==> config.mk <==
export PLATFORM = sky130hd
export DESIGN_NAME = signed_int_to_padded_decimal_text
export DESIGN_NICKNAME = d
export VERILOG_FILES = /design/src/hw/rtl/sitoa_pkg.sv /design/src/hw/rtl/sitoa_conv.sv /design/src/hw/rtl/sitoa_emit.sv /design/src/hw/rtl/signed_int_to_padded_decimal_text.sv
export SDC_FILE = /design/constraint.sdc
export NUM_CORES = 1
export LEC_CHECK = 0
export BUFFER_PORTS_ARGS = -buffer_cell sky130_fd_sc_hd__buf_2
export CORE_MARGIN = 2
export CORE_UTILIZATION = 45
export CTS_BUF_LIST = sky130_fd_sc_hd__clkbuf_4 sky130_fd_sc_hd__clkbuf_8
export DETAILED_ROUTE_END_ITERATION = 10
export SETUP_SLACK_MARGIN = 0.2
export SLEW_MARGIN = 20
export SYNTH_ARGS = -nofsm -noshare
export SYNTH_HDL_FRONTEND = slang
export SYNTH_SLANG_ARGS = --single-unit
==> constraint.sdc <==
create_clock -name clk -period 8.9 [get_ports clk]
set_input_delay 0.89 -clock clk [delete_from_list [all_inputs] [get_ports clk]]
set_output_delay 0.89 -clock clk [all_outputs]
set_load 0.05 [all_outputs]
==> src/hw/rtl/sitoa_pkg.sv <==
// ----------------------------------------------------------------------------
// sitoa_pkg: shared types and constants
// Widths, character codes, register indexes and the hand-off record between
// the binary-to-BCD converter and the character emitter.
// ----------------------------------------------------------------------------
package sitoa_pkg;

    // Input magnitude and BCD geometry
    localparam int MAG_W      = 32;
    localparam int NUM_DIGITS = 10;
    localparam int BCD_W      = 4 * NUM_DIGITS;
    localparam int CNT_W      = $clog2(MAG_W);
    localparam int ND_W       = $clog2(NUM_DIGITS + 1);

    // Register widths
    localparam int MINW_W = 6;
    localparam int CHAR_W = 8;

    // Character codes
    localparam logic [CHAR_W-1:0] CHAR_ZERO  = 8'h30;
    localparam logic [CHAR_W-1:0] CHAR_MINUS = 8'h2D;
    localparam logic [CHAR_W-1:0] PAD_RESET  = 8'h62;

    // Configuration register indexes
    localparam logic REG_FIELD_WIDTH = 1'b0;
    localparam logic REG_PAD_CHAR    = 1'b1;

    // Converted number handed to the emitter
    typedef struct packed {
        logic [BCD_W-1:0] bcd;
        logic             neg;
        logic [ND_W-1:0]  num_digits;
    } conv_result_t;

endpackage

==> src/hw/rtl/sitoa_conv.sv <==
// ----------------------------------------------------------------------------
// sitoa_conv: bit-serial binary to BCD converter
// Takes the magnitude of a signed value and shifts it into a BCD register
// one bit per cycle (shift-and-add-3), then holds the result for the emitter.
// ----------------------------------------------------------------------------
module sitoa_conv
(
    input  logic                            clk,
    input  logic                            rst_n,
    input  logic                            start,
    input  logic signed [sitoa_pkg::MAG_W-1:0] value,
    input  logic                            take,
    output logic                            idle,
    output logic                            done,
    output sitoa_pkg::conv_result_t         result
);

    typedef enum logic [2:0] {
        C_IDLE = 3'b001,
        C_RUN  = 3'b010,
        C_DONE = 3'b100
    } conv_state_t;

    conv_state_t                     state_reg, state_next;
    logic [sitoa_pkg::MAG_W-1:0]     mag_reg, mag_next;
    logic [sitoa_pkg::BCD_W-1:0]     bcd_reg, bcd_next;
    logic                            neg_reg, neg_next;
    logic [sitoa_pkg::CNT_W-1:0]     cnt_reg, cnt_next;
    logic [sitoa_pkg::BCD_W-1:0]     bcd_adj;
    logic [sitoa_pkg::ND_W-1:0]      num_digits;

    // Add 3 to every digit of five or more before the shift
    always_comb
    begin
        for (int i = 0; i < sitoa_pkg::NUM_DIGITS; i++)
        begin
            if (bcd_reg[4*i +: 4] >= 4'd5)
            begin
                bcd_adj[4*i +: 4] = bcd_reg[4*i +: 4] + 4'd3;
            end
            else
            begin
                bcd_adj[4*i +: 4] = bcd_reg[4*i +: 4];
            end
        end
    end

    // Count significant digits: highest nonzero digit, at least one
    always_comb
    begin
        num_digits = sitoa_pkg::ND_W'(1);
        for (int i = 0; i < sitoa_pkg::NUM_DIGITS; i++)
        begin
            if (bcd_reg[4*i +: 4] != 4'd0)
            begin
                num_digits = sitoa_pkg::ND_W'(i + 1);
            end
        end
    end

    // Sequence the conversion
    always_comb
    begin
        state_next = state_reg;
        mag_next   = mag_reg;
        bcd_next   = bcd_reg;
        neg_next   = neg_reg;
        cnt_next   = cnt_reg;
        case (state_reg)
            C_IDLE:
            begin
                if (start)
                begin
                    neg_next   = value[sitoa_pkg::MAG_W-1];
                    mag_next   = value[sitoa_pkg::MAG_W-1] ?
                                 (sitoa_pkg::MAG_W'(0) - value) : value;
                    bcd_next   = '0;
                    cnt_next   = sitoa_pkg::CNT_W'(sitoa_pkg::MAG_W - 1);
                    state_next = C_RUN;
                end
            end
            C_RUN:
            begin
                bcd_next = {bcd_adj[sitoa_pkg::BCD_W-2:0], mag_reg[sitoa_pkg::MAG_W-1]};
                mag_next = {mag_reg[sitoa_pkg::MAG_W-2:0], 1'b0};
                cnt_next = cnt_reg - 1'b1;
                if (cnt_reg == '0)
                begin
                    state_next = C_DONE;
                end
            end
            C_DONE:
            begin
                if (take)
                begin
                    state_next = C_IDLE;
                end
            end
            default:
            begin
                state_next = C_IDLE;
            end
        endcase
    end

    // Hold control state
    always_ff @(posedge clk or negedge rst_n)
    begin
        if (!rst_n)
        begin
            state_reg <= C_IDLE;
        end
        else
        begin
            state_reg <= state_next;
        end
    end

    // Hold datapath
    always_ff @(posedge clk)
    begin
        mag_reg <= mag_next;
        bcd_reg <= bcd_next;
        neg_reg <= neg_next;
        cnt_reg <= cnt_next;
    end

    assign idle              = (state_reg == C_IDLE);
    assign done              = (state_reg == C_DONE);
    assign result.bcd        = bcd_reg;
    assign result.neg        = neg_reg;
    assign result.num_digits = num_digits;

endmodule

==> src/hw/rtl/sitoa_emit.sv <==
// ----------------------------------------------------------------------------
// sitoa_emit: character emitter
// Walks pad characters, the minus sign and the BCD digits out one character
// per cycle on the result stream while it is ready, marking the final digit.
// ----------------------------------------------------------------------------
module sitoa_emit
#(
    parameter int MAX_WIDTH = 32
)
(
    input  logic                              clk,
    input  logic                              rst_n,
    input  logic                              conv_done,
    input  sitoa_pkg::conv_result_t           conv_result,
    input  logic [sitoa_pkg::MINW_W-1:0]      field_width,
    input  logic [sitoa_pkg::CHAR_W-1:0]      pad_char,
    output logic                              load,
    output logic                              tvalid,
    input  logic                              tready,
    output logic [sitoa_pkg::CHAR_W-1:0]      tdata,
    output logic                              tlast
);

    localparam int CW = ($clog2(MAX_WIDTH + 1) > sitoa_pkg::MINW_W) ?
                        $clog2(MAX_WIDTH + 1) : sitoa_pkg::MINW_W;

    typedef enum logic [3:0] {
        E_IDLE  = 4'b0001,
        E_PAD   = 4'b0010,
        E_SIGN  = 4'b0100,
        E_DIGIT = 4'b1000
    } emit_state_t;

    emit_state_t                   state_reg, state_next;
    logic [CW-1:0]                 pad_cnt_reg, pad_cnt_next;
    logic [sitoa_pkg::ND_W-1:0]    idx_reg, idx_next;
    logic [sitoa_pkg::BCD_W-1:0]   bcd_reg, bcd_next;
    logic                          neg_reg, neg_next;
    logic [CW-1:0]                 text_len;
    logic [CW-1:0]                 width_clamp;
    logic [CW-1:0]                 pads;
    logic                          fire;
    logic                          last_fire;

    assign fire      = tvalid && tready;
    assign last_fire = fire && tlast;
    assign load      = conv_done && ((state_reg == E_IDLE) || last_fire);

    // Padding needed for the incoming number
    always_comb
    begin
        text_len = CW'(conv_result.num_digits) + CW'(conv_result.neg);
        if (CW'(field_width) > CW'(MAX_WIDTH))
        begin
            width_clamp = CW'(MAX_WIDTH);
        end
        else
        begin
            width_clamp = CW'(field_width);
        end
        pads = (width_clamp > text_len) ? (width_clamp - text_len) : '0;
    end

    // Advance through pad, sign and digit phases
    always_comb
    begin
        state_next   = state_reg;
        pad_cnt_next = pad_cnt_reg;
        idx_next     = idx_reg;
        bcd_next     = bcd_reg;
        neg_next     = neg_reg;
        if (load)
        begin
            bcd_next     = conv_result.bcd;
            neg_next     = conv_result.neg;
            idx_next     = conv_result.num_digits - 1'b1;
            pad_cnt_next = pads;
            if (pads != '0)
            begin
                state_next = E_PAD;
            end
            else if (conv_result.neg)
            begin
                state_next = E_SIGN;
            end
            else
            begin
                state_next = E_DIGIT;
            end
        end
        else if (fire)
        begin
            case (state_reg)
                E_PAD:
                begin
                    pad_cnt_next = pad_cnt_reg - 1'b1;
                    if (pad_cnt_reg == CW'(1))
                    begin
                        state_next = neg_reg ? E_SIGN : E_DIGIT;
                    end
                end
                E_SIGN:
                begin
                    state_next = E_DIGIT;
                end
                E_DIGIT:
                begin
                    idx_next = idx_reg - 1'b1;
                    if (idx_reg == '0)
                    begin
                        state_next = E_IDLE;
                    end
                end
                default:
                begin
                    state_next = E_IDLE;
                end
            endcase
        end
    end

    // Drive the current character
    always_comb
    begin
        tdata = sitoa_pkg::CHAR_ZERO;
        case (state_reg)
            E_PAD:   tdata = pad_char;
            E_SIGN:  tdata = sitoa_pkg::CHAR_MINUS;
            E_DIGIT: tdata = sitoa_pkg::CHAR_ZERO | {4'd0, bcd_reg[{idx_reg, 2'b00} +: 4]};
            default: tdata = sitoa_pkg::CHAR_ZERO;
        endcase
    end

    assign tvalid = (state_reg != E_IDLE);
    assign tlast  = (state_reg == E_DIGIT) && (idx_reg == '0);

    // Hold control state
    always_ff @(posedge clk or negedge rst_n)
    begin
        if (!rst_n)
        begin
            state_reg <= E_IDLE;
        end
        else
        begin
            state_reg <= state_next;
        end
    end

    // Hold counters and digits
    always_ff @(posedge clk)
    begin
        pad_cnt_reg <= pad_cnt_next;
        idx_reg     <= idx_next;
        bcd_reg     <= bcd_next;
        neg_reg     <= neg_next;
    end

endmodule

==> src/hw/rtl/signed_int_to_padded_decimal_text.sv <==
// ----------------------------------------------------------------------------
// signed_int_to_padded_decimal_text: signed integer to decimal ASCII text
// Converts a signed 32-bit integer to right-justified decimal characters.
// ----------------------------------------------------------------------------
// Each request carries one signed 32-bit value; the block answers with its
// decimal text on the result stream, one character per cycle while the result
// side is ready, most significant first: pad characters up to the minimum
// width register (clamped to MAX_WIDTH), a minus sign for negative values,
// then the digits, tlast on the final digit. The binary-to-BCD converter
// shifts one input bit per cycle: it takes the value, converts it and then
// hands it off to the emitter; the next value is accepted once the hand-off
// is done, and its conversion overlaps the emission of the previous text.
module signed_int_to_padded_decimal_text
#(
    parameter int MAX_WIDTH = 32
)
(
    input  logic                               clk,
    input  logic                               rst_n,
    input  logic                               s_axis_tvalid,
    output logic                               s_axis_tready,
    input  logic signed [sitoa_pkg::MAG_W-1:0] s_axis_tdata,   // [31:0] value
    output logic                               m_axis_tvalid,
    input  logic                               m_axis_tready,
    output logic [sitoa_pkg::CHAR_W-1:0]       m_axis_tdata,   // [7:0] char_out
    output logic                               m_axis_tlast,
    input  logic                               cfg_we,
    input  logic                               cfg_index,
    input  logic [sitoa_pkg::CHAR_W-1:0]       cfg_data
);

    logic [sitoa_pkg::MINW_W-1:0] field_width_reg;
    logic [sitoa_pkg::CHAR_W-1:0] pad_char_reg;
    logic                         conv_idle;
    logic                         conv_done;
    logic                         load;
    logic                         in_fire;
    sitoa_pkg::conv_result_t      conv_result;

    assign s_axis_tready = conv_idle;
    assign in_fire       = s_axis_tvalid && s_axis_tready;

    // Write configuration registers
    always_ff @(posedge clk or negedge rst_n)
    begin
        if (!rst_n)
        begin
            field_width_reg <= '0;
            pad_char_reg    <= sitoa_pkg::PAD_RESET;
        end
        else if (cfg_we)
        begin
            case (cfg_index)
                sitoa_pkg::REG_FIELD_WIDTH: field_width_reg <= cfg_data[sitoa_pkg::MINW_W-1:0];
                sitoa_pkg::REG_PAD_CHAR:    pad_char_reg    <= cfg_data;
                default:                    pad_char_reg    <= pad_char_reg;
            endcase
        end
    end

    sitoa_conv u_conv
    (
        .clk    (clk),
        .rst_n  (rst_n),
        .start  (in_fire),
        .value  (s_axis_tdata),
        .take   (load),
        .idle   (conv_idle),
        .done   (conv_done),
        .result (conv_result)
    );

    sitoa_emit #(
        .MAX_WIDTH (MAX_WIDTH)
    ) u_emit
    (
        .clk         (clk),
        .rst_n       (rst_n),
        .conv_done   (conv_done),
        .conv_result (conv_result),
        .field_width (field_width_reg),
        .pad_char    (pad_char_reg),
        .load        (load),
        .tvalid      (m_axis_tvalid),
        .tready      (m_axis_tready),
        .tdata       (m_axis_tdata),
        .tlast       (m_axis_tlast)
    );

    // A new request starts a conversion, so the input closes next cycle
    a_busy_after_request: assert property (@(posedge clk) disable iff (!rst_n)
        in_fire |=> !s_axis_tready)
        else $error("input still ready after a request was taken");

    // The final character is always a decimal digit
    a_last_is_digit: assert property (@(posedge clk) disable iff (!rst_n)
        (m_axis_tvalid && m_axis_tlast) |->
        (m_axis_tdata >= sitoa_pkg::CHAR_ZERO &&
         m_axis_tdata <= sitoa_pkg::CHAR_ZERO + 8'd9))
        else $error("final character is not a digit");

    // Hand-off only happens while a converted number is held
    a_load_needs_done: assert property (@(posedge clk) disable iff (!rst_n)
        load |-> (conv_done && !s_axis_tready))
        else $error("emitter loaded without a finished conversion");

endmodule
==> impl_metrics.env, run 1 <==
export IMPL_status="finished clean"
export IMPL_grt_max_degree=78
export IMPL_critical_path_buf_inv_count=1
export IMPL_cp_max_fo=6
export IMPL_yosys_most_used_dff="edfxtp_1"
export IMPL_layout_nets=887
export IMPL_rsz0062_at_grt="no"
export IMPL_tightest_slew_ns=0.886
export IMPL_initial_core_util_pct=46.1
export IMPL_root_buffer="clkbuf_8"
export IMPL_clock_skew_ns=0.0152
export IMPL_rows=49
export IMPL_slew_headroom_pct=40.5
export IMPL_slew_viol_final=0
export IMPL_cts_buffers=17
export IMPL_htreeDepth=4
export IMPL_synthArstFlopShare_pct=14.0
export IMPL_power_density_mw_per_mm2=279
export IMPL_synthesis_nets=835
export IMPL_grt_pass1_vias=5630
export IMPL_antenna_found_initial=0
export IMPL_core_area_mm2=0.0180
export IMPL_required_ns=9.19
export IMPL_dp_cells=1016
export IMPL_syn_inst=755
export IMPL_synth_edff_count=129
export IMPL_ys_types=64
export IMPL_ctsHoldBuffers=0
export IMPL_vias_per_cell=5.45
export IMPL_dpl_hpwl_um=11800
export IMPL_drtPass1Iterations=6
export IMPL_netlist_top_cells_area="edfxtp_1 47%, ha_1 5.0%, dfrtp_1 4.8%"
export IMPL_cpMostUsedCell="ha_1"
export IMPL_yosys_warnings=0
export IMPL_p_total_mw=2.57
export IMPL_diodes=0
export IMPL_tns_ns=0
export IMPL_crit_chain="inv_1, ha_1, nor3b_1, o41ai_1, a31o_1, a21oi_1, ha_1, ha_1, fa_1, nor2b_1, nor4_1, a311oi_1, nor2_1, or4_1, o21ai_1"
export IMPL_cts_tree="built"
export IMPL_pin_count=57
export IMPL_drc=0
export IMPL_p_leak_nw=3.41
export IMPL_startpoint_type="flip-flop"
export IMPL_portBuffers=56
export IMPL_final_fill_count=1615
export IMPL_crit_type="reg2reg"
export IMPL_end_kind="flip-flop"
export IMPL_first_iter_violations=419
export IMPL_clockBufferDepth=2
export IMPL_clk_pin_slew_ns=0.09
export IMPL_synth_most_common_cell="edfxtp_1"
export IMPL_drive_above_1_share_pct=16.2
export IMPL_netlist_area_mm2=0.00830
export IMPL_postSynthAreaPerCell_um2=11.0
export IMPL_ant_nets=0
export IMPL_grt_pass1_wl_um=27600
export IMPL_die_height_um=140
export IMPL_areaGrowthSynthToFinish_pct=11.0
export IMPL_cts_sinks=150
export IMPL_maxCapViolCount=0
export IMPL_synth_top_cell_area_share_pct=46.7
export IMPL_fin_util_pct=51.1
export IMPL_yosys_area_top_type="edfxtp_1"
export IMPL_synth_seq_area_share_pct=53.1
export IMPL_fp_dieArea_mm2=0.0196
export IMPL_wire_per_inst_um=15.9
export IMPL_max_stage_delay_ns=0.52
export IMPL_vdd_drop_max_mv=0.133
export IMPL_routed_wl_um=16700
export IMPL_synth_commonest_cells="129 x edfxtp_1, 77 x nor2_1, 70 x nand2_1"
export IMPL_post_cts_setup_buffer_count=0
export IMPL_gp_congestion=0.854
export IMPL_via_count=5713
export IMPL_instances_no_fill=1049
export IMPL_critPathArrivalTime_ns=4.50
export IMPL_die_x_um=140
export IMPL_crit_slowest_cell="or4_1"
export IMPL_post_cts_resize_count=0
export IMPL_finalSetupViolCount=0
export IMPL_period_share_pct=47.4
export IMPL_grt_use_total_pct=17.6
export IMPL_insertion_delay_ns=0.44
export IMPL_ys_ff_latch=150
export IMPL_hold_violations=0
export IMPL_max_freq_mhz=237
export IMPL_min_path_type="in2async"
export IMPL_grt_overflow=0
export IMPL_cp_top_family="simple AND/OR/NAND/NOR gates"
export IMPL_period_minus_slack_ns=4.21
-- worst reg2reg max path, stage by stage, from the launching register on --
cell,delay (ns)
edfxtp_1,0.43
inv_1,0.12
ha_1,0.21
nor3b_1,0.41
o41ai_1,0.15
a31o_1,0.21
a21oi_1,0.28
ha_1,0.24
ha_1,0.26
fa_1,0.44
nor2b_1,0.17
nor4_1,0.07
a311oi_1,0.31
nor2_1,0.16
or4_1,0.52
o21ai_1,0.09
-- final cells by class --
type	instances	area, um2	area share, %
inverter	42	158	1.71
clock buffer	21	277	3.00
timing repair buffer	60	323	3.50
clock inverter	11	144	1.56
tap	229	287	3.11
multi-input combinational	536	3620	39.3
sequential	150	4410	47.8
-- cell usage in the layout (no fill, tap or decap), types with 3 or more instances in the layout --
cell,synthesis,routed
a21oi_1,56,56
a311oi_1,3,3
a31oi_1,6,6
and2_1,9,9
buf_2,5,56
buf_4,0,3
bufinv_16,0,3
clkbuf_8,0,19
dfrtp_1,16,16
dfstp_2,5,5
edfxtp_1,129,129
ha_1,33,33
inv_1,41,41
inv_4,0,5
mux2_2,14,14
mux2i_1,14,14
mux4_2,8,8
nand2_1,70,70
nand2b_1,18,18
nand3_1,6,6
nor2_1,77,77
nor2b_1,8,8
nor3_1,18,18
nor3b_1,12,11
o211ai_1,3,3
o21a_1,3,3
o21ai_0,29,29
o21ai_1,25,25
o22ai_1,5,5
o31ai_1,7,7
o41ai_1,6,6
or3_1,7,7
or3b_1,3,3
or4_1,3,3
xnor2_1,27,27
xor2_1,32,32
-- report_power, final --
part           switching [mW]  internal [mW]
Combinational           0.502          0.308
Sequential              0.143           1.05
Clock                   0.261          0.300
Total                   0.906           1.66
-- metrics by stage --
step	instance area [um2]	setup WS [ns]	hold WS (ns)
2_1_floorplan	8300	5.22	0.450
3_3_place_gp	8780	4.88	0.469
3_5_place_dp	8780	4.71	0.473
4_1_cts	9200	4.68	0.378
5_1_grt	9220	4.48	0.401
6_report	9220	4.69	0.400
-- per-layer routing --
metal  global-route usage (%)  up-vias  wire [um]
met3                     3.68       12        599
met4                     4.84        0        196
met1                     23.2     2779       7720
li1                         -     2817          -
met2                     29.6      105       8150
met5                        0        -          0
-- cell families (layout without fill, tap and decap cells) --
group | count (synthesis) | after routing | share of synthesized area, %
and+or+nand+nor | 249 | 249 | 15.1
other | 1 | 1 | 0.0452
muxes | 36 | 36 | 5.76
buffers and inverters | 69 | 134 | 3.39
xor gates and xnor gates | 59 | 59 | 6.22
AOI/OAI and AO/OA | 157 | 157 | 11.2
DFF | 150 | 150 | 53.1
adders and majority gates | 34 | 34 | 5.21
-- final timing paths --
| check | startpoint | to | slack (ns) | cells past startpoint |
|---|---|---|---|---|
| setup reg to reg | u_conv.bcd_reg[28]$_SDFFCE_PN0P_ | u_emit.pad_cnt_reg[3]$_DFFE_PP_ | 4.69 | 15 |
| setup / recovery | u_conv.bcd_reg[28]$_SDFFCE_PN0P_ | u_emit.pad_cnt_reg[3]$_DFFE_PP_ | 4.69 | 15 |
| hold reg to reg | u_conv.bcd_reg[37]$_SDFFCE_PN0P_ | u_emit.bcd_reg[37]$_DFFE_PP_ | 0.50 | 0 |
| hold / removal | rst_n | field_width_reg[2]$_DFFE_PN0P_ | 0.40 | 1 |
| min in group clk | u_conv.bcd_reg[37]$_SDFFCE_PN0P_ | u_emit.bcd_reg[37]$_DFFE_PP_ | 0.50 | 0 |
| max in group asynchronous | rst_n | u_conv.state_reg[0]$_DFFE_PN1P_ | 8.15 | 1 |
Power figures use the tool's default switching activity.
==> run 2: changes to the inputs <==
- ABC_AREA: unset -> 1
- clock period: 8.9 -> 4.05 ns (I/O delays scaled with it)
==> run 2 against run 1 <==
Compared with the run above: largest power group unchanged; power increased by 110%; final cell count increased by 21%; utilization fell by 0.24 points; fmax is 27% higher; worst hold slack worse by 0.21 ns; non-clock buffer count is 1 higher.
==> impl_metrics.env, run 2 <==
export IMPL_status="finished clean"
export IMPL_clk_pin_slew_ns=0.08
export IMPL_htreeDepth=4
export IMPL_root_buffer="clkbuf_8"
export IMPL_post_cts_resize_count=0
export IMPL_first_iter_violations=347
export IMPL_core_area_mm2=0.0187
export IMPL_insertion_delay_ns=0.45
export IMPL_drc=0
export IMPL_grt_use_total_pct=18.8
export IMPL_final_common_cell="nand2_1"
export IMPL_min_path_type="in2reg"
export IMPL_drive_above_1_share_pct=14.5
export IMPL_rows=50
export IMPL_seqPwrFrac_pct=46.1
export IMPL_syn_inst=963
export IMPL_routed_wl_um=17700
export IMPL_max_freq_mhz=300
export IMPL_crit_type="reg2reg"
export IMPL_synth_most_common_cell="nand2_1"
export IMPL_vias_per_cell=5.06
export IMPL_mostFrequentLayoutCells="182 x nand2_1, 129 x edfxtp_1, 120 x inv_1"
export IMPL_crit_path_start="u_conv.bcd_reg[8]$_SDFFCE_PN0P_"
export IMPL_yosys_warnings=0
export IMPL_synth_edff_count=129
export IMPL_clockBufferDepth=2
export IMPL_p_sw_share_pct=36.8
export IMPL_grt_pass1_wl_um=29800
export IMPL_netlist_area_mm2=0.00859
export IMPL_areaGrowthSynthToFinish_pct=10.8
export IMPL_ant_nets=0
export IMPL_portBuffers=56
export IMPL_final_fill_count=1749
export IMPL_gp_congestion=0.886
export IMPL_pin_count=57
export IMPL_synthesis_nets=1043
export IMPL_required_ns=4.38
export IMPL_finalSetupViolCount=0
export IMPL_power_density_mw_per_mm2=571
export IMPL_power_internal_mw=3.43
export IMPL_fp_dieArea_mm2=0.0202
export IMPL_ys_types=51
export IMPL_register_area_mm2=0.00441
export IMPL_netlist_top_cells_area="edfxtp_1 45%, nand2_1 8.0%, o21ai_0 5.7%"
export IMPL_dpl_hpwl_um=12400
export IMPL_pwr_share_comb_pct=31.3
export IMPL_hold_violations=0
export IMPL_grt_max_degree=78
export IMPL_reg2reg_from="u_conv.bcd_reg[8]$_SDFFCE_PN0P_"
export IMPL_wire_per_inst_um=14.0
export IMPL_synth_seq_area_share_pct=51.3
export IMPL_cts_buffers=17
export IMPL_tns_ns=0
export IMPL_critPathArrivalTime_ns=3.66
export IMPL_p_leak_nw=4.03
export IMPL_initial_core_util_pct=45.9
export IMPL_layout_nets=1098
export IMPL_die_height_um=142
export IMPL_maxCapViolCount=0
export IMPL_slew_viol_final=0
export IMPL_p_clk_share_pct=22.5
export IMPL_slew_headroom_pct=37.2
export IMPL_ys_ff_latch=150
export IMPL_multiInputGateArea_mm2=0.00359
export IMPL_cp_max_fo=7
export IMPL_die_x_um=142
export IMPL_post_cts_setup_buffer_count=0
export IMPL_via_count=6407
export IMPL_clock_skew_ns=0.0118
export IMPL_period_share_pct=82.2
export IMPL_timing_reg2reg_worst_path_depth=26
export IMPL_fin_util_pct=50.9
export IMPL_yosys_area_top_type="edfxtp_1"
export IMPL_tightest_slew_ns=0.937
export IMPL_drtPass1Iterations=5
export IMPL_hold_start="cfg_data[6]"
export IMPL_grt_overflow=0
export IMPL_yosys_most_used_dff="edfxtp_1"
export IMPL_period_minus_slack_ns=3.33
export IMPL_synth_commonest_cells="183 x nand2_1, 129 x edfxtp_1, 121 x inv_1"
export IMPL_antenna_found_initial=0
export IMPL_cts_sinks=150
export IMPL_holdPathStages=3
export IMPL_ctsHoldBuffers=1
export IMPL_postSynthAreaPerCell_um2=8.92
export IMPL_vdd_drop_max_mv=0.308
export IMPL_end_kind="flip-flop"
export IMPL_grt_pass1_vias=6101
export IMPL_diodes=0
export IMPL_cts_tree="built"
export IMPL_power_switching_mw=2.00
export IMPL_synthArstFlopShare_pct=14.0
export IMPL_startpoint_type="flip-flop"
export IMPL_synth_top_cell_area_share_pct=45.1
export IMPL_rsz0062_at_grt="no"
==> run 2: cell count changes after synthesis, sizes merged, moves of 18 or more <==
cell / previous run / this run
inv: 42 / 132
o21ai: 54 / 102
nor2: 77 / 110
nand2b: 18 / 0
nand3: 6 / 47
xnor2: 27 / 6
nand2: 70 / 193
==> run 2: final timing paths <==
kind / to / slack, ns
worst max-delay path: u_emit.state_reg[1]$_DFFE_PN0P_ / 0.72
worst min-delay path: pad_char_reg[6]$_DFFE_PN1P_ / 0.19
worst max register to register: u_emit.state_reg[1]$_DFFE_PN0P_ / 0.72
worst min register to register: u_emit.bcd_reg[37]$_DFFE_PP_ / 0.46
max in group asynchronous: u_emit.state_reg[0]$_DFFE_PN1P_ / 3.24
min in group asynchronous: u_conv.state_reg[2]$_DFFE_PN0P_ / 0.46
==> run 2: cell type report <==
| class | instances | share of cell area (%) |
|---|---|---|
| Timing Repair Buffer | 61 | 3.36 |
| Clock buffer | 20 | 2.69 |
| Clock inverter | 12 | 1.67 |
| Multi-Input combinational cell | 656 | 37.7 |
| Sequential cell | 150 | 46.3 |
| Inverter | 132 | 5.23 |
| Tap cell | 234 | 3.08 |
==> run 2: metrics by stage <==
| step | power [mW] | std cells | hold WS (ns) | worst slack, ns | cell area, um2 |
|---|---|---|---|---|---|
| 2_1_floorplan | 3.77 | 963 | 0.109 | 0.581 | 8590 |
| 3_3_place_gp | 4.22 | 1232 | 0.388 | 0.774 | 9080 |
| 3_5_place_dp | 4.25 | 1232 | 0.389 | 0.741 | 9080 |
| 4_1_cts | 5.49 | 1265 | 0.153 | 0.725 | 9510 |
| 5_1_grt | 5.85 | 1265 | 0.180 | 0.323 | 9520 |
| 6_report | 5.43 | 1265 | 0.188 | 0.721 | 9520 |
==> run 2: critical path, stage by stage, from the launching register on <==
cell	delay (ns)
edfxtp_1	0.43
inv_1	0.11
ha_1	0.15
inv_1	0.06
nor2_1	0.13
nand2_1	0.08
nand2_1	0.06
nand2_1	0.04
nand2_1	0.05
nand2_1	0.05
nand2_1	0.05
nand2_1	0.07
nand2_1	0.07
inv_1	0.04
ha_1	0.20
ha_1	0.19
xor2_1	0.16
ha_1	0.33
nand2_1	0.11
nor3_2	0.11
nand3_1	0.12
nand2_2	0.15
nor2_1	0.08
nor2_1	0.17
nand2_1	0.07
nand2_1	0.06
o21ai_1	0.06
==> run 2: cells by family after synthesis <==
logic type,count (synthesis),share of synthesized area (%)
fa+ha+maj,34,5.04
other cells,1,0.0436
flops,150,51.3
xor+xnor,25,2.55
compound gates,190,12.1
simple gates,406,21.8
buf+inv,157,7.22
==> run 2: metal layers <==
metal / global-route usage (%) / share of wire (%) / wire length (um) / vias to the layer above
met5: 0 / 0 / 0 / -
met2: 30.1 / 47 / 8270 / 112
met3: 3.26 / 3.6 / 638 / 17
li1: - / - / - / 3356
met4: 6.37 / 1.1 / 191 / 0
met1: 25.9 / 49 / 8640 / 2922
==> run 2: power groups by stage <==
stage          Sequential [mW]  Combinational (mW)  Clock [mW]
2_1_floorplan             2.44                1.33           0
3_3_place_gp              2.53                1.69           0
3_5_place_dp              2.54                1.71           0
4_1_cts                   2.51                1.72        1.26
5_1_grt                   2.57                1.97        1.32
6_report                  2.51                1.70        1.23
==> run 3: changes to the inputs <==
- ABC_AREA: 1 -> 0
- clock period: 4.05 -> 3.5 ns (I/O delays scaled with it)
==> run 3 against run 2 <==
Compared with the run above: global-route usage is 0.25 points higher; fmax is 4.0% lower; utilization is 4.8 points higher; non-clock buffer count is 80 higher; final cell count is 11% lower; combinational power is 75% higher; setup slack worse by 0.69 ns; sequential cell count stayed put; sequential power is 18% higher; largest cell class unchanged; highest routed layer unchanged.
==> impl_metrics.env, run 3 (synthesis gave the netlist of run 1 again) <==
export IMPL_tightest_slew_ns=0.849
export IMPL_wl_met2_um=8950
export IMPL_dpl_hpwl_um=12900
export IMPL_fp_dieArea_mm2=0.0196
export IMPL_gp_congestion=0.824
export IMPL_hold_violations=0
export IMPL_grt_use_total_pct=19.0
export IMPL_required_ns=3.81
export IMPL_top_layer="met4"
export IMPL_cts_sinks=150
export IMPL_clk_pin_slew_ns=0.08
export IMPL_grt_overflow=0
export IMPL_portBuffers=56
export IMPL_diodes=0
export IMPL_drtPass1Iterations=5
export IMPL_wl_met3_um=607
export IMPL_cp_max_fo=5
export IMPL_fin_util_pct=55.7
export IMPL_grt_pass1_vias=6072
export IMPL_ant_nets=0
export IMPL_ff2ff_setup_slack_ns=0.03
export IMPL_layout_nets=968
export IMPL_finalSetupViolCount=0
export IMPL_status="finished clean"
export IMPL_areaGrowthSynthToFinish_pct=20.8
export IMPL_pin_count=57
export IMPL_crit_chain="inv_2, ha_4, nor3b_4, o41ai_2, buf_4, a31o_1, a21oi_2, ha_4, ha_4, fa_2, nor2b_4, nor4_2, a311oi_2, nor2_2, buf_6, or3_1, o21ai_1"
export IMPL_vias_per_cell=5.36
export IMPL_final_common_cell="edfxtp_1"
export IMPL_vdd_drop_max_mv=0.303
export IMPL_via_count=6060
export IMPL_holdPathStages=2
export IMPL_max_freq_mhz=288
export IMPL_hold_start="cfg_data[6]"
export IMPL_die_x_um=140
export IMPL_die_height_um=140
export IMPL_dp_cells=1083
export IMPL_grt_pass1_wl_um=29900
export IMPL_period_minus_slack_ns=3.47
export IMPL_end_kind="flip-flop"
export IMPL_startpoint_type="flip-flop"
export IMPL_tns_ns=0
export IMPL_rsz0062_at_grt="yes"
export IMPL_instances_no_fill=1130
export IMPL_wl_met1_um=8130
export IMPL_slew_viol_final=0
export IMPL_crit_slowest_cell="edfxtp_1"
export IMPL_min_path_type="in2reg"
export IMPL_first_iter_violations=440
export IMPL_initial_core_util_pct=46.1
export IMPL_antenna_found_initial=0
export IMPL_clockBufferDepth=2
export IMPL_htreeDepth=4
export IMPL_clock_skew_ns=0.0125
export IMPL_drc=0
export IMPL_core_area_mm2=0.0180
export IMPL_worstHoldEndpoint="pad_char_reg[6]$_DFFE_PN1P_"
export IMPL_rows=49
export IMPL_cts_buffers=17
export IMPL_mostFrequentLayoutCells="129 x edfxtp_1, 83 x buf_4, 75 x nor2_1"
export IMPL_timing_reg2reg_worst_path_depth=17
export IMPL_p_leak_nw=3.82
export IMPL_insertion_delay_ns=0.45
export IMPL_r2r_end="u_emit.pad_cnt_reg[0]$_DFFE_PP_"
export IMPL_routed_wl_um=18100
export IMPL_period_share_pct=99.1
export IMPL_crit_type="reg2reg"
export IMPL_cts_tree="built"
export IMPL_maxCapViolCount=0
export IMPL_reg2reg_from="u_conv.bcd_reg[28]$_SDFFCE_PN0P_"
export IMPL_final_fill_count=1568
export IMPL_wire_per_inst_um=16.0
export IMPL_power_density_mw_per_mm2=721
export IMPL_drive_above_1_share_pct=28.2
export IMPL_max_stage_delay_ns=0.41
export IMPL_cpMostUsedCell="ha_4"
export IMPL_slew_headroom_pct=43.0
export IMPL_critPathArrivalTime_ns=3.77
export IMPL_grt_max_degree=60
export IMPL_root_buffer="clkbuf_8"
run 3: cell types whose count changed in the layout (fill, tap and decap cells not counted), sizes merged, moves of 33 or more:
cell / change
nand3: -41
nand2: -123
nor2: -33
buf: +80
o21ai: -48
inv: -88
run 3: area by class of cell:
type	count	area, um2	share of cell area [%]
inverter	42	158	1.57
tap	229	287	2.86
multi-input combinational	536	3870	38.5
clock buffer	29	349	3.48
clock inverter	3	41.3	0.412
sequential	150	4410	43.9
timing repair buffer	141	925	9.22
run 3: how the worst max path moves through the flow:
stage                                     startpoint                               to  slack, ns  cells after the start
global route        u_conv.bcd_reg[28]$_SDFFCE_PN0P_  u_emit.pad_cnt_reg[1]$_DFFE_PP_      -0.13                     17
CTS                 u_conv.bcd_reg[21]$_SDFFCE_PN0P_  u_emit.pad_cnt_reg[1]$_DFFE_PP_       0.01                     17
finish              u_conv.bcd_reg[28]$_SDFFCE_PN0P_  u_emit.pad_cnt_reg[0]$_DFFE_PP_       0.03                     17
detailed placement  u_conv.bcd_reg[20]$_SDFFCE_PN0P_  u_emit.pad_cnt_reg[3]$_DFFE_PP_      -0.25                     16
global placement    u_conv.bcd_reg[20]$_SDFFCE_PN0P_  u_emit.pad_cnt_reg[3]$_DFFE_PP_      -0.14                     16
floorplan           u_conv.bcd_reg[12]$_SDFFCE_PN0P_  u_emit.pad_cnt_reg[3]$_DFFE_PP_       0.01                     15
run 3: repair_timing:
action                                 4_1_cts  5_1_grt
resized for setup                           32       11
setup endpoints to repair                    9        9
setup buffers                                6        8
pin swaps                                   15        9
hold buffers                                 1        0
endpoints found under the hold margin       16        0
run 3: critical path: cells and delay by family (launching register included):
family                   cells  cell delay, ns
adder cells (fa/ha/maj)      4            0.91
AO/OA/AOI/OAI                5            0.84
AND/OR/NAND/NOR              5            0.79
flip-flops                   1            0.41
buffers and inverters        3            0.37
run 3: metrics by stage:
stage	power, mW	hold WS, ns	instance area, um2	worst slack [ns]
finish	7.23	0.131	10000	0.0316
global route	7.75	0.125	10000	-0.129
CTS	7.15	0.117	9910	0.0130
detailed placement	5.65	0.342	9340	-0.246
global placement	5.52	0.328	9340	-0.144
floorplan	4.62	0.0544	8370	0.0125
run 3: per-layer routing:
layer	global-route usage (%)	vias to the layer above
met1	25.3	2927
li1	-	2979
met5	0	-
met4	7.32	0
met3	3.03	27
met2	31.5	127
run 3: power breakdown:
part	switching, mW	internal [mW]	total [mW]
registers	0.278	2.67	2.95
logic	1.62	1.35	2.97
clock network	0.612	0.702	1.31
total	2.51	4.73	7.23
